File: config.mk
export PLATFORM = sky130hd
export DESIGN_NAME = positional_pid_integral_separation_flat
export DESIGN_NICKNAME = d
export VERILOG_FILES = /design/src/hdl/ppid_pkg.sv /design/src/hdl/ppid_cfg_if.sv /design/src/hdl/ppid_in_if.sv /design/src/hdl/ppid_out_if.sv /design/src/hdl/ppid_cfg_regs.sv /design/src/hdl/ppid_front.sv /design/src/hdl/ppid_back.sv /design/src/hdl/positional_pid_integral_separation.sv /design/src/flat_wrapper.sv
export SDC_FILE = /design/constraint.sdc
export NUM_CORES = 2
export LEC_CHECK = 0
export BUFFER_PORTS_ARGS = -buffer_cell sky130_fd_sc_hd__buf_2
export CORE_AREA = 3 3 270 404
export CTS_BUF_LIST = sky130_fd_sc_hd__clkbuf_4 sky130_fd_sc_hd__clkbuf_8
export DETAILED_ROUTE_END_ITERATION = 10
export DIE_AREA = 0 0 273 407
export GPL_TIMING_DRIVEN = 0
export MAX_ROUTING_LAYER = met4
export PLACE_DENSITY = 0.76
export SYNTH_ARGS = -nofsm -noshare
export SYNTH_HDL_FRONTEND = slang
export SYNTH_HIERARCHICAL = 1
export SYNTH_SLANG_ARGS = --single-unit
File: constraint.sdc
create_clock -name clk -period 29.4 [get_ports clk]
set_input_delay 2.94 -clock clk [delete_from_list [all_inputs] [get_ports clk]]
set_output_delay 2.94 -clock clk [all_outputs]
set_load 0.05 [all_outputs]
File: src/hdl/ppid_pkg.sv
package ppid_pkg;

  localparam int SAMPLE_WIDTH_DEF = 16;
  localparam int GAIN_FRAC_BITS   = 8;

  localparam int GAIN_W    = 16;
  localparam int SEP_W     = 15;
  localparam int CLAMP_W   = 23;
  localparam int INTEG_W   = 24;
  localparam int DRIVE_W   = 32;
  localparam int CFG_IDX_W = 3;
  localparam int CFG_DATA_W = 32;

  localparam logic [SEP_W-1:0]   SEP_RESET   = SEP_W'(32767);
  localparam logic [CLAMP_W-1:0] CLAMP_RESET = CLAMP_W'(5000);

  localparam longint DRIVE_MAX = 64'sd2147483647;
  localparam longint DRIVE_MIN = -64'sd2147483648;

  typedef enum logic [CFG_IDX_W-1:0] {
    REG_KP    = 3'd0,
    REG_KI    = 3'd1,
    REG_KD    = 3'd2,
    REG_SEP   = 3'd3,
    REG_CLAMP = 3'd4
  } cfg_idx_t;

  typedef struct packed {
    logic signed [GAIN_W-1:0] kp;
    logic signed [GAIN_W-1:0] ki;
    logic signed [GAIN_W-1:0] kd;
    logic [SEP_W-1:0]         sep_limit;
    logic [CLAMP_W-1:0]       integ_clamp;
  } cfg_t;

  typedef struct packed {
    logic valid;
    logic integrating;
  } stage_ctl_t;

endpackage

File: src/hdl/ppid_cfg_if.sv
interface ppid_cfg_if;
  logic                            valid;
  logic                            ready;
  logic [ppid_pkg::CFG_IDX_W-1:0]  idx;
  logic [ppid_pkg::CFG_DATA_W-1:0] data;

  modport source (output valid, idx, data, input ready);
  modport sink   (input valid, idx, data, output ready);
endinterface

File: src/hdl/ppid_in_if.sv
interface ppid_in_if #(
  parameter int SAMPLE_WIDTH = ppid_pkg::SAMPLE_WIDTH_DEF
);
  logic                           valid;
  logic                           ready;
  logic signed [SAMPLE_WIDTH-1:0] target;
  logic signed [SAMPLE_WIDTH-1:0] measure;

  modport source (output valid, target, measure, input ready);
  modport sink   (input valid, target, measure, output ready);
endinterface

File: src/hdl/ppid_out_if.sv
interface ppid_out_if;
  logic                                valid;
  logic                                ready;
  logic signed [ppid_pkg::DRIVE_W-1:0] drive;
  logic                                integrating;

  modport source (output valid, drive, integrating, input ready);
  modport sink   (input valid, drive, integrating, output ready);
endinterface

File: src/hdl/ppid_cfg_regs.sv
module ppid_cfg_regs (
  input  logic            clk,
  input  logic            rst_n,
  ppid_cfg_if.sink        cfg_if,
  output ppid_pkg::cfg_t  cfg
);

  ppid_pkg::cfg_t cfg_r;
  ppid_pkg::cfg_t cfg_nxt;

  assign cfg_if.ready = 1'b1;
  assign cfg          = cfg_r;

  always_comb begin
    cfg_nxt = cfg_r;
    if (cfg_if.valid) begin
      case (ppid_pkg::cfg_idx_t'(cfg_if.idx))
        ppid_pkg::REG_KP:    cfg_nxt.kp = cfg_if.data[ppid_pkg::GAIN_W-1:0];
        ppid_pkg::REG_KI:    cfg_nxt.ki = cfg_if.data[ppid_pkg::GAIN_W-1:0];
        ppid_pkg::REG_KD:    cfg_nxt.kd = cfg_if.data[ppid_pkg::GAIN_W-1:0];
        ppid_pkg::REG_SEP:   cfg_nxt.sep_limit = cfg_if.data[ppid_pkg::SEP_W-1:0];
        ppid_pkg::REG_CLAMP: cfg_nxt.integ_clamp = cfg_if.data[ppid_pkg::CLAMP_W-1:0];
        default: ;  // unknown index, ignored
      endcase
    end
  end

  always_ff @(posedge clk) begin
    if (!rst_n) begin
      cfg_r.kp          <= '0;
      cfg_r.ki          <= '0;
      cfg_r.kd          <= '0;
      cfg_r.sep_limit   <= ppid_pkg::SEP_RESET;
      cfg_r.integ_clamp <= ppid_pkg::CLAMP_RESET;
    end else begin
      cfg_r <= cfg_nxt;
    end
  end

endmodule

File: src/hdl/ppid_front.sv
module ppid_front #(
  parameter int SAMPLE_WIDTH = ppid_pkg::SAMPLE_WIDTH_DEF
) (
  input  logic                                           clk,
  input  logic                                           rst_n,
  ppid_in_if.sink                                        in_if,
  input  ppid_pkg::cfg_t                                 cfg,
  input  logic                                           prod_ready,
  output ppid_pkg::stage_ctl_t                           prod_ctl,
  output logic signed [SAMPLE_WIDTH+ppid_pkg::GAIN_W:0]  prod_kp,
  output logic signed [ppid_pkg::INTEG_W+ppid_pkg::GAIN_W-1:0] prod_ki,
  output logic signed [SAMPLE_WIDTH+ppid_pkg::GAIN_W+1:0] prod_kd
);

  localparam int W     = SAMPLE_WIDTH;
  localparam int ERR_W = W + 1;
  localparam int DER_W = W + 2;
  localparam int IW    = ((ERR_W > ppid_pkg::INTEG_W) ? ERR_W : ppid_pkg::INTEG_W) + 1;
  localparam int CW    = ((W > ppid_pkg::SEP_W + 1) ? W : ppid_pkg::SEP_W + 1) + 1;
  localparam int KP_W  = W + ppid_pkg::GAIN_W + 1;
  localparam int KI_W  = ppid_pkg::INTEG_W + ppid_pkg::GAIN_W;
  localparam int KD_W  = W + ppid_pkg::GAIN_W + 2;

  // input register
  logic                in_valid_r;
  logic signed [W-1:0] target_r;
  logic signed [W-1:0] measure_r;

  // controller state
  logic signed [ERR_W-1:0]            prev_err_r;
  logic signed [ppid_pkg::INTEG_W-1:0] integ_r;
  logic                               integ_en_r;
  logic signed [ppid_pkg::INTEG_W-1:0] integ_nxt;

  // product register
  ppid_pkg::stage_ctl_t   ctl_r;
  logic signed [KP_W-1:0] pkp_r;
  logic signed [KI_W-1:0] pki_r;
  logic signed [KD_W-1:0] pkd_r;

  logic                    fire;
  logic signed [ERR_W-1:0] error;
  logic signed [DER_W-1:0] deriv;
  logic signed [CW-1:0]    meas_x;
  logic signed [CW-1:0]    lim_x;
  logic                    inside_lim;
  logic signed [IW-1:0]    sum_x;
  logic signed [IW-1:0]    clamp_x;
  logic signed [KP_W-1:0]  pkp_nxt;
  logic signed [KI_W-1:0]  pki_nxt;
  logic signed [KD_W-1:0]  pkd_nxt;

  assign fire        = in_valid_r && (!ctl_r.valid || prod_ready);
  assign in_if.ready = !in_valid_r || fire;

  assign error = ERR_W'(target_r) - ERR_W'(measure_r);
  assign deriv = DER_W'(error) - DER_W'(prev_err_r);

  assign meas_x     = CW'(measure_r);
  assign lim_x      = CW'(signed'({1'b0, cfg.sep_limit}));
  assign inside_lim = (meas_x <= lim_x) && (meas_x >= -lim_x);

  assign sum_x   = IW'(integ_r) + IW'(error);
  assign clamp_x = IW'(signed'({1'b0, cfg.integ_clamp}));

  always_comb begin
    if (sum_x > clamp_x) begin
      integ_nxt = ppid_pkg::INTEG_W'(clamp_x);
    end else if (sum_x < -clamp_x) begin
      integ_nxt = ppid_pkg::INTEG_W'(-clamp_x);
    end else begin
      integ_nxt = ppid_pkg::INTEG_W'(sum_x);
    end
  end

  assign pkp_nxt = KP_W'(cfg.kp) * KP_W'(error);
  assign pkd_nxt = KD_W'(cfg.kd) * KD_W'(deriv);
  assign pki_nxt = integ_en_r ? (KI_W'(cfg.ki) * KI_W'(integ_r)) : '0;

  always_ff @(posedge clk) begin
    if (!rst_n) begin
      in_valid_r <= 1'b0;
    end else if (in_if.ready) begin
      in_valid_r <= in_if.valid;
    end
  end

  always_ff @(posedge clk) begin
    if (in_if.ready && in_if.valid) begin
      target_r  <= in_if.target;
      measure_r <= in_if.measure;
    end
  end

  always_ff @(posedge clk) begin
    if (!rst_n) begin
      prev_err_r <= '0;
      integ_r    <= '0;
      integ_en_r <= 1'b0;
    end else if (fire) begin
      prev_err_r <= error;
      integ_en_r <= inside_lim;
      if (inside_lim) begin
        integ_r <= integ_nxt;
      end
    end
  end

  always_ff @(posedge clk) begin
    if (!rst_n) begin
      ctl_r <= '0;
    end else if (!ctl_r.valid || prod_ready) begin
      ctl_r.valid       <= fire;
      ctl_r.integrating <= integ_en_r;
    end
  end

  always_ff @(posedge clk) begin
    if (fire) begin
      pkp_r <= pkp_nxt;
      pki_r <= pki_nxt;
      pkd_r <= pkd_nxt;
    end
  end

  assign prod_ctl = ctl_r;
  assign prod_kp  = pkp_r;
  assign prod_ki  = pki_r;
  assign prod_kd  = pkd_r;

`ifndef SYNTHESIS
  a_outside_holds: assert property (@(posedge clk) disable iff (!rst_n)
    (fire && !inside_lim) |=> (!integ_en_r && $stable(integ_r)))
    else $error("integral moved while measurement was outside the limit");

  a_prev_err: assert property (@(posedge clk) disable iff (!rst_n)
    fire |=> (prev_err_r == $past(error)))
    else $error("previous error not updated by item");

  a_flag_to_stage: assert property (@(posedge clk) disable iff (!rst_n)
    fire |=> (ctl_r.valid && ctl_r.integrating == $past(integ_en_r)))
    else $error("integrating flag lost on the way to the product stage");
`endif

endmodule

File: src/hdl/ppid_back.sv
module ppid_back #(
  parameter int SAMPLE_WIDTH = ppid_pkg::SAMPLE_WIDTH_DEF
) (
  input  logic                                           clk,
  input  logic                                           rst_n,
  input  ppid_pkg::stage_ctl_t                           prod_ctl,
  input  logic signed [SAMPLE_WIDTH+ppid_pkg::GAIN_W:0]  prod_kp,
  input  logic signed [ppid_pkg::INTEG_W+ppid_pkg::GAIN_W-1:0] prod_ki,
  input  logic signed [SAMPLE_WIDTH+ppid_pkg::GAIN_W+1:0] prod_kd,
  output logic                                           prod_ready,
  ppid_out_if.source                                     out_if
);

  localparam int KP_W   = SAMPLE_WIDTH + ppid_pkg::GAIN_W + 1;
  localparam int KI_W   = ppid_pkg::INTEG_W + ppid_pkg::GAIN_W;
  localparam int KD_W   = SAMPLE_WIDTH + ppid_pkg::GAIN_W + 2;
  localparam int PMAX_W = (KD_W > KI_W) ? KD_W : KI_W;
  localparam int SUM_W  = PMAX_W + 2;

  localparam logic signed [SUM_W-1:0] SAT_HI = SUM_W'(ppid_pkg::DRIVE_MAX);
  localparam logic signed [SUM_W-1:0] SAT_LO = SUM_W'(ppid_pkg::DRIVE_MIN);

  logic                                out_valid_r;
  logic signed [ppid_pkg::DRIVE_W-1:0] drive_r;
  logic                                integ_r;

  logic signed [SUM_W-1:0]             acc;
  logic signed [SUM_W-1:0]             acc_sh;
  logic signed [ppid_pkg::DRIVE_W-1:0] drive_nxt;
  logic                                take;

  assign acc    = SUM_W'(prod_kp) + SUM_W'(prod_ki) + SUM_W'(prod_kd);
  assign acc_sh = acc >>> ppid_pkg::GAIN_FRAC_BITS;

  always_comb begin
    if (acc_sh > SAT_HI) begin
      drive_nxt = ppid_pkg::DRIVE_W'(SAT_HI);
    end else if (acc_sh < SAT_LO) begin
      drive_nxt = ppid_pkg::DRIVE_W'(SAT_LO);
    end else begin
      drive_nxt = acc_sh[ppid_pkg::DRIVE_W-1:0];
    end
  end

  assign prod_ready = !out_valid_r || out_if.ready;
  assign take       = prod_ctl.valid && prod_ready;

  always_ff @(posedge clk) begin
    if (!rst_n) begin
      out_valid_r <= 1'b0;
    end else if (prod_ready) begin
      out_valid_r <= prod_ctl.valid;
    end
  end

  always_ff @(posedge clk) begin
    if (take) begin
      drive_r <= drive_nxt;
      integ_r <= prod_ctl.integrating;
    end
  end

  assign out_if.valid       = out_valid_r;
  assign out_if.drive       = drive_r;
  assign out_if.integrating = integ_r;

`ifndef SYNTHESIS
  a_item_lands: assert property (@(posedge clk) disable iff (!rst_n)
    take |=> (out_valid_r && integ_r == $past(prod_ctl.integrating)))
    else $error("product stage item did not reach the output register");
`endif

endmodule

File: src/hdl/positional_pid_integral_separation.sv
// positional pid with integral separation. each input item (target, measure)
// yields exactly one result item (drive, integrating). error = target - measure,
// derivative = error - previous error, and drive = (kp*error + ki*integral +
// kd*derivative) >>> 8, floored and saturated to signed 32 bits; the ki term
// only counts when the previous item left integration enabled, and uses the
// integral from before this item. after that, a measure within
// +/-separation_limit (inclusive) enables integration, adds the error to the
// integral and clamps it to +/-integral_clamp; a measure outside disables it
// and holds the integral. gains are signed q8.8. one item per clock is
// sustained while the output is ready; each item passes through the three
// register stages: input register, gain multiplier register and output
// register. configuration registers (kp, ki, kd, separation_limit,
// integral_clamp at index 0..4) are written through the cfg channel, which is
// always ready; unknown indexes are dropped. write them only while idle.
module positional_pid_integral_separation #(
  parameter int SAMPLE_WIDTH = ppid_pkg::SAMPLE_WIDTH_DEF
) (
  input  logic       clk,
  input  logic       rst_n,
  ppid_cfg_if.sink   cfg_if,
  ppid_in_if.sink    in_if,
  ppid_out_if.source out_if
);

  localparam int KP_W = SAMPLE_WIDTH + ppid_pkg::GAIN_W + 1;
  localparam int KI_W = ppid_pkg::INTEG_W + ppid_pkg::GAIN_W;
  localparam int KD_W = SAMPLE_WIDTH + ppid_pkg::GAIN_W + 2;

  // live gains and limits
  ppid_pkg::cfg_t cfg;

  // handoff between the multiplier stage and the output stage
  ppid_pkg::stage_ctl_t   prod_ctl;
  logic                   prod_ready;
  logic signed [KP_W-1:0] prod_kp;
  logic signed [KI_W-1:0] prod_ki;
  logic signed [KD_W-1:0] prod_kd;

  ppid_cfg_regs u_cfg (
    .clk    (clk),
    .rst_n  (rst_n),
    .cfg_if (cfg_if),
    .cfg    (cfg)
  );

  // error, derivative, separation check, integral update and the three gains
  ppid_front #(
    .SAMPLE_WIDTH (SAMPLE_WIDTH)
  ) u_front (
    .clk        (clk),
    .rst_n      (rst_n),
    .in_if      (in_if),
    .cfg        (cfg),
    .prod_ready (prod_ready),
    .prod_ctl   (prod_ctl),
    .prod_kp    (prod_kp),
    .prod_ki    (prod_ki),
    .prod_kd    (prod_kd)
  );

  // sum of products, fractional shift, saturation, output register
  ppid_back #(
    .SAMPLE_WIDTH (SAMPLE_WIDTH)
  ) u_back (
    .clk        (clk),
    .rst_n      (rst_n),
    .prod_ctl   (prod_ctl),
    .prod_kp    (prod_kp),
    .prod_ki    (prod_ki),
    .prod_kd    (prod_kd),
    .prod_ready (prod_ready),
    .out_if     (out_if)
  );

endmodule

File: src/flat_wrapper.sv
// flat-port wrapper written by rule: the top's interface ports become plain ports
module positional_pid_integral_separation_flat 
#(
  parameter int SAMPLE_WIDTH = ppid_pkg::SAMPLE_WIDTH_DEF
)
  (clk, rst_n, cfg_if_valid, cfg_if_idx, cfg_if_data, cfg_if_ready, in_if_valid, in_if_target, in_if_measure, in_if_ready, out_if_valid, out_if_drive, out_if_integrating, out_if_ready);
  ppid_cfg_if cfg_if_i ();
  ppid_in_if #(.SAMPLE_WIDTH(SAMPLE_WIDTH)) in_if_i ();
  ppid_out_if out_if_i ();
  input  logic clk;
  input  logic rst_n;
  input wire logic [$bits(cfg_if_i.valid)-1:0] cfg_if_valid;
  input wire logic [$bits(cfg_if_i.idx)-1:0] cfg_if_idx;
  input wire logic [$bits(cfg_if_i.data)-1:0] cfg_if_data;
  output wire logic [$bits(cfg_if_i.ready)-1:0] cfg_if_ready;
  input wire logic [$bits(in_if_i.valid)-1:0] in_if_valid;
  input wire logic [$bits(in_if_i.target)-1:0] in_if_target;
  input wire logic [$bits(in_if_i.measure)-1:0] in_if_measure;
  output wire logic [$bits(in_if_i.ready)-1:0] in_if_ready;
  output wire logic [$bits(out_if_i.valid)-1:0] out_if_valid;
  output wire logic [$bits(out_if_i.drive)-1:0] out_if_drive;
  output wire logic [$bits(out_if_i.integrating)-1:0] out_if_integrating;
  input wire logic [$bits(out_if_i.ready)-1:0] out_if_ready;
  assign cfg_if_i.valid = cfg_if_valid;
  assign cfg_if_i.idx = cfg_if_idx;
  assign cfg_if_i.data = cfg_if_data;
  assign cfg_if_ready = cfg_if_i.ready;
  assign in_if_i.valid = in_if_valid;
  assign in_if_i.target = in_if_target;
  assign in_if_i.measure = in_if_measure;
  assign in_if_ready = in_if_i.ready;
  assign out_if_valid = out_if_i.valid;
  assign out_if_drive = out_if_i.drive;
  assign out_if_integrating = out_if_i.integrating;
  assign out_if_i.ready = out_if_ready;
  positional_pid_integral_separation #(.SAMPLE_WIDTH(SAMPLE_WIDTH)) u_core (.clk(clk), .rst_n(rst_n), .cfg_if(cfg_if_i), .in_if(in_if_i), .out_if(out_if_i));
endmodule
==> metrics.cfg <==
[power]
p_total_mw = 2.107
max-vdd-ir-drop_v = 0.00004700
power_per_cell_area_nw_per_um2 = 36.83
p_leak_nw = 25.68

[yosys]
yosysTopAreaCellShare = 0.3630
synth.area.top_cells = fa_1, ha_1, edfxtp_1
yosysUniqueCellTypes = 106
yosys_warnings = 6
syn_avg_cell_area_um2 = 9.400
synthArstFlopShare = 0
ys_ff_latch = 304
synth-main-ff-cell = edfxtp_1
synthCells = 5720
yosysTopAreaCell = fa_1
syn_nets = 7213
synth-seq-area-share = 0.1452
synth_edf_count = 172
syn_area_um2 = 53770

[sta]
setup_viol = 0
drv_slew = 0
fin_setup_tns_ns = 0
fin_ws_ns = 16.64
rsz0062_at_grt = false
final_hold_viol_count = 0
slew_headroom = 0.09705
post-route-period-util = 0.4341
tightest_slew_ns = 1.345
fmax_ghz = 0.07835
whs_ns = 0.4630
finClkSkew_ns = 0.05724
fin_crit_ns = 12.76

[final_layout]
final_cell_area_um2 = 57220
seq_area_um2 = 7807
syn_to_final_growth_pct = 6.418
finalNonFillerCells = 7328
utilization = 0.5410
fillers = 9454
layout.nets = 7366
multi_input_area_um2 = 40780
drive_gt1_frac = 0.04733

[setup_path]
critPathCaptureType = flip-flop
cpMostUsedCell = fa_1
cpPeakStageDelay_ns = 0.99
cp_max_fo = 11
crit_type = flip-flop to flip-flop
critPathSlowestCell = clkbuf_1
cp-start-kind = flip-flop
crit_arrival_ns = 13.16
worstPathRequired_ns = 29.80

[cts]
numCtsBuffers = 52
clock_latency_ns = 0.69
cts_tree = yes
cts.repair.resized = 0
clock_path_buffers = 3
ctsHoldBuffers = 0
clkTransAtPathRegs_ns = 0.06
clock-root-buffer = clkbuf_8
htreeDepth = 2
cts.sinks = 304
cts_setup_buffers = 0

[hold_path]
hold_path.class = flip-flop to flip-flop

[floorplanning]
fp-row-count = 146
start_util = 0.5084
io_pins = 108
die_area_um2 = 111100
die-height_um = 407
coreArea_um2 = 105800
dieWidth_um = 273

[drt]
wirelength_mm = 154.7
post-route-drc-count = 0
wl_met3_mm = 9.865
met1_length_mm = 55.89
first_pass_iters = 9
drtIter0Drc = 2636
drt-vias-per-instance = 5.560
vias = 40750
postRouteAntennaNets = 0
wl_per_cell_um = 21.11
top_layer_used = met4
dr_wl_met2_mm = 76.92

[place]
pre_cts_ws_ns = 16.77
place_inst = 7225
dp_hpwl_mm = 129.4
portBuffers = 97
dpl_cell_area_um2 = 56070
gp_congestion = 1.007

[global_routing]
grt_usage = 0.2935
gr-total-overflow = 0
grt_max_degree = 70
grt_pass1_wl_mm = 241.5
first_global_vias = 44030
antenna_found_initial = 8

[flow_run]
max_cap_violations = 0

[status]
status = complete, no violations

[placed cells by master, fill, tap and decap left out, drive strengths merged, types with 8 or more instances in the layout]
master,Yosys,final
o211ai,13,13
nand2,753,753
o31ai,16,16
mux2i,98,98
o21a,27,27
nand4,37,37
o41ai,11,11
or2,8,8
inv,1139,1145
ha,446,446
and3,29,29
or3,9,9
nor2,158,158
nor4,11,11
a21o,124,124
xor2,51,51
a21boi,25,25
nor2b,101,101
dfxtp,132,132
edfxtp,172,172
nand3,35,35
nor3,59,59
fa,975,975
and2,359,359
o21ai,112,112
clkbuf,178,241
a211oi,19,19
xnor2,177,177
nand2b,57,57
buf,35,134
o21bai,39,39
clkinv,1,20
a211o,12,12
nor3b,8,8
a31oi,19,19
a21oi,182,182
[cell families after synthesis]
family / after synthesis / share of synthesized area
xor gates and xnor gates: 228 / 0.03714
muxes: 104 / 0.01950
and+or+nand+nor: 1647 / 0.1492
AOI/OAI and AO/OA: 662 / 0.08563
buffers and inverters: 1353 / 0.09648
DFF: 304 / 0.1452
other: 1 / 0.00006974
adders and majority gates: 1421 / 0.4668
[flip-flops by register name, indices dropped and copies added, names as in the netlist]
register and cells:
u_core/u_back/out_if.valid 1, u_core/u_front/prev_err_r 17, u_core/u_front/in_valid_r 1, u_core/u_front/prod_ctl 2
u_core/u_front/target_r 16, u_core/u_front/integ_en_r 1, u_core/u_back/out_if.drive 32, u_core/u_front/prod_ki 40
u_core/u_front/prod_kd 34, u_core/u_front/integ_r 24, u_core/u_back/out_if.integrating 1, u_core/u_front/measure_r 16
u_core/u_front/prod_kp 33, u_core/u_cfg/cfg 86
[layout make-up]
class / instances / area share
timing repair buffer: 99 / 0.009446
clock buffer: 63 / 0.01406
inverter: 1140 / 0.07478
tap: 1406 / 0.03074
clock inverter: 34 / 0.005707
multi-input combinational: 4063 / 0.7126
sequential: 304 / 0.1364
buffer: 213 / 0.01594
antenna: 6 / 0.0002624
[where the power goes]
| part | internal (mW) | leakage [nW] | switching (mW) |
|---|---|---|---|
| clock | 0.230 | 0.581 | 0.199 |
| sequential | 0.501 | 2.72 | 0.0420 |
| combinational | 0.391 | 22.4 | 0.745 |
[routing by layer]
metal / up-vias / GRT usage
li1: 18170 / -
met1: 20300 / 0.3243
met2: 1713 / 0.5031
met3: 568 / 0.03701
met4: 0 / 0.1857
met5: - / -
[critical path, delay by kind of cell, from the launching register on]
kind | cells | cell delay (ns)
AO/OA/AOI/OAI | 19 | 5.14
adder cells (fa/ha/maj) | 9 | 4.28
buffers and inverters | 6 | 1.57
AND/OR/NAND/NOR | 4 | 0.91
flip-flops | 1 | 0.44
XOR/XNOR | 1 | 0.14
[final timing paths]
path	start	slack [ns]	to	cells after the start
max reg2reg	u_core/u_front/measure_r[2]	16.64	u_core/u_front/prod_kd[33]	39
min reg2reg	u_core/u_cfg/cfg[78]	0.46	u_core/u_cfg/cfg[78]	2
min	u_core/u_cfg/cfg[78]	0.46	u_core/u_cfg/cfg[78]	2
max	u_core/u_front/measure_r[2]	16.64	u_core/u_front/prod_kd[33]	39
[Yosys cell counts, drive strengths merged, types with 29 or more instances]
cell type,instances
mux2i,98
o21ai,112
nand3,35
clkbuf,178
inv,1139
and2,359
xor2,51
a21o,124
nor2b,101
nand2b,57
nor2,158
nor3,59
dfxtp,132
nand2,753
ha,446
edfxtp,172
xnor2,177
nand4,37
a21oi,182
o21bai,39
and3,29
fa,975
buf,35
(Power assumes the default switching activity.)
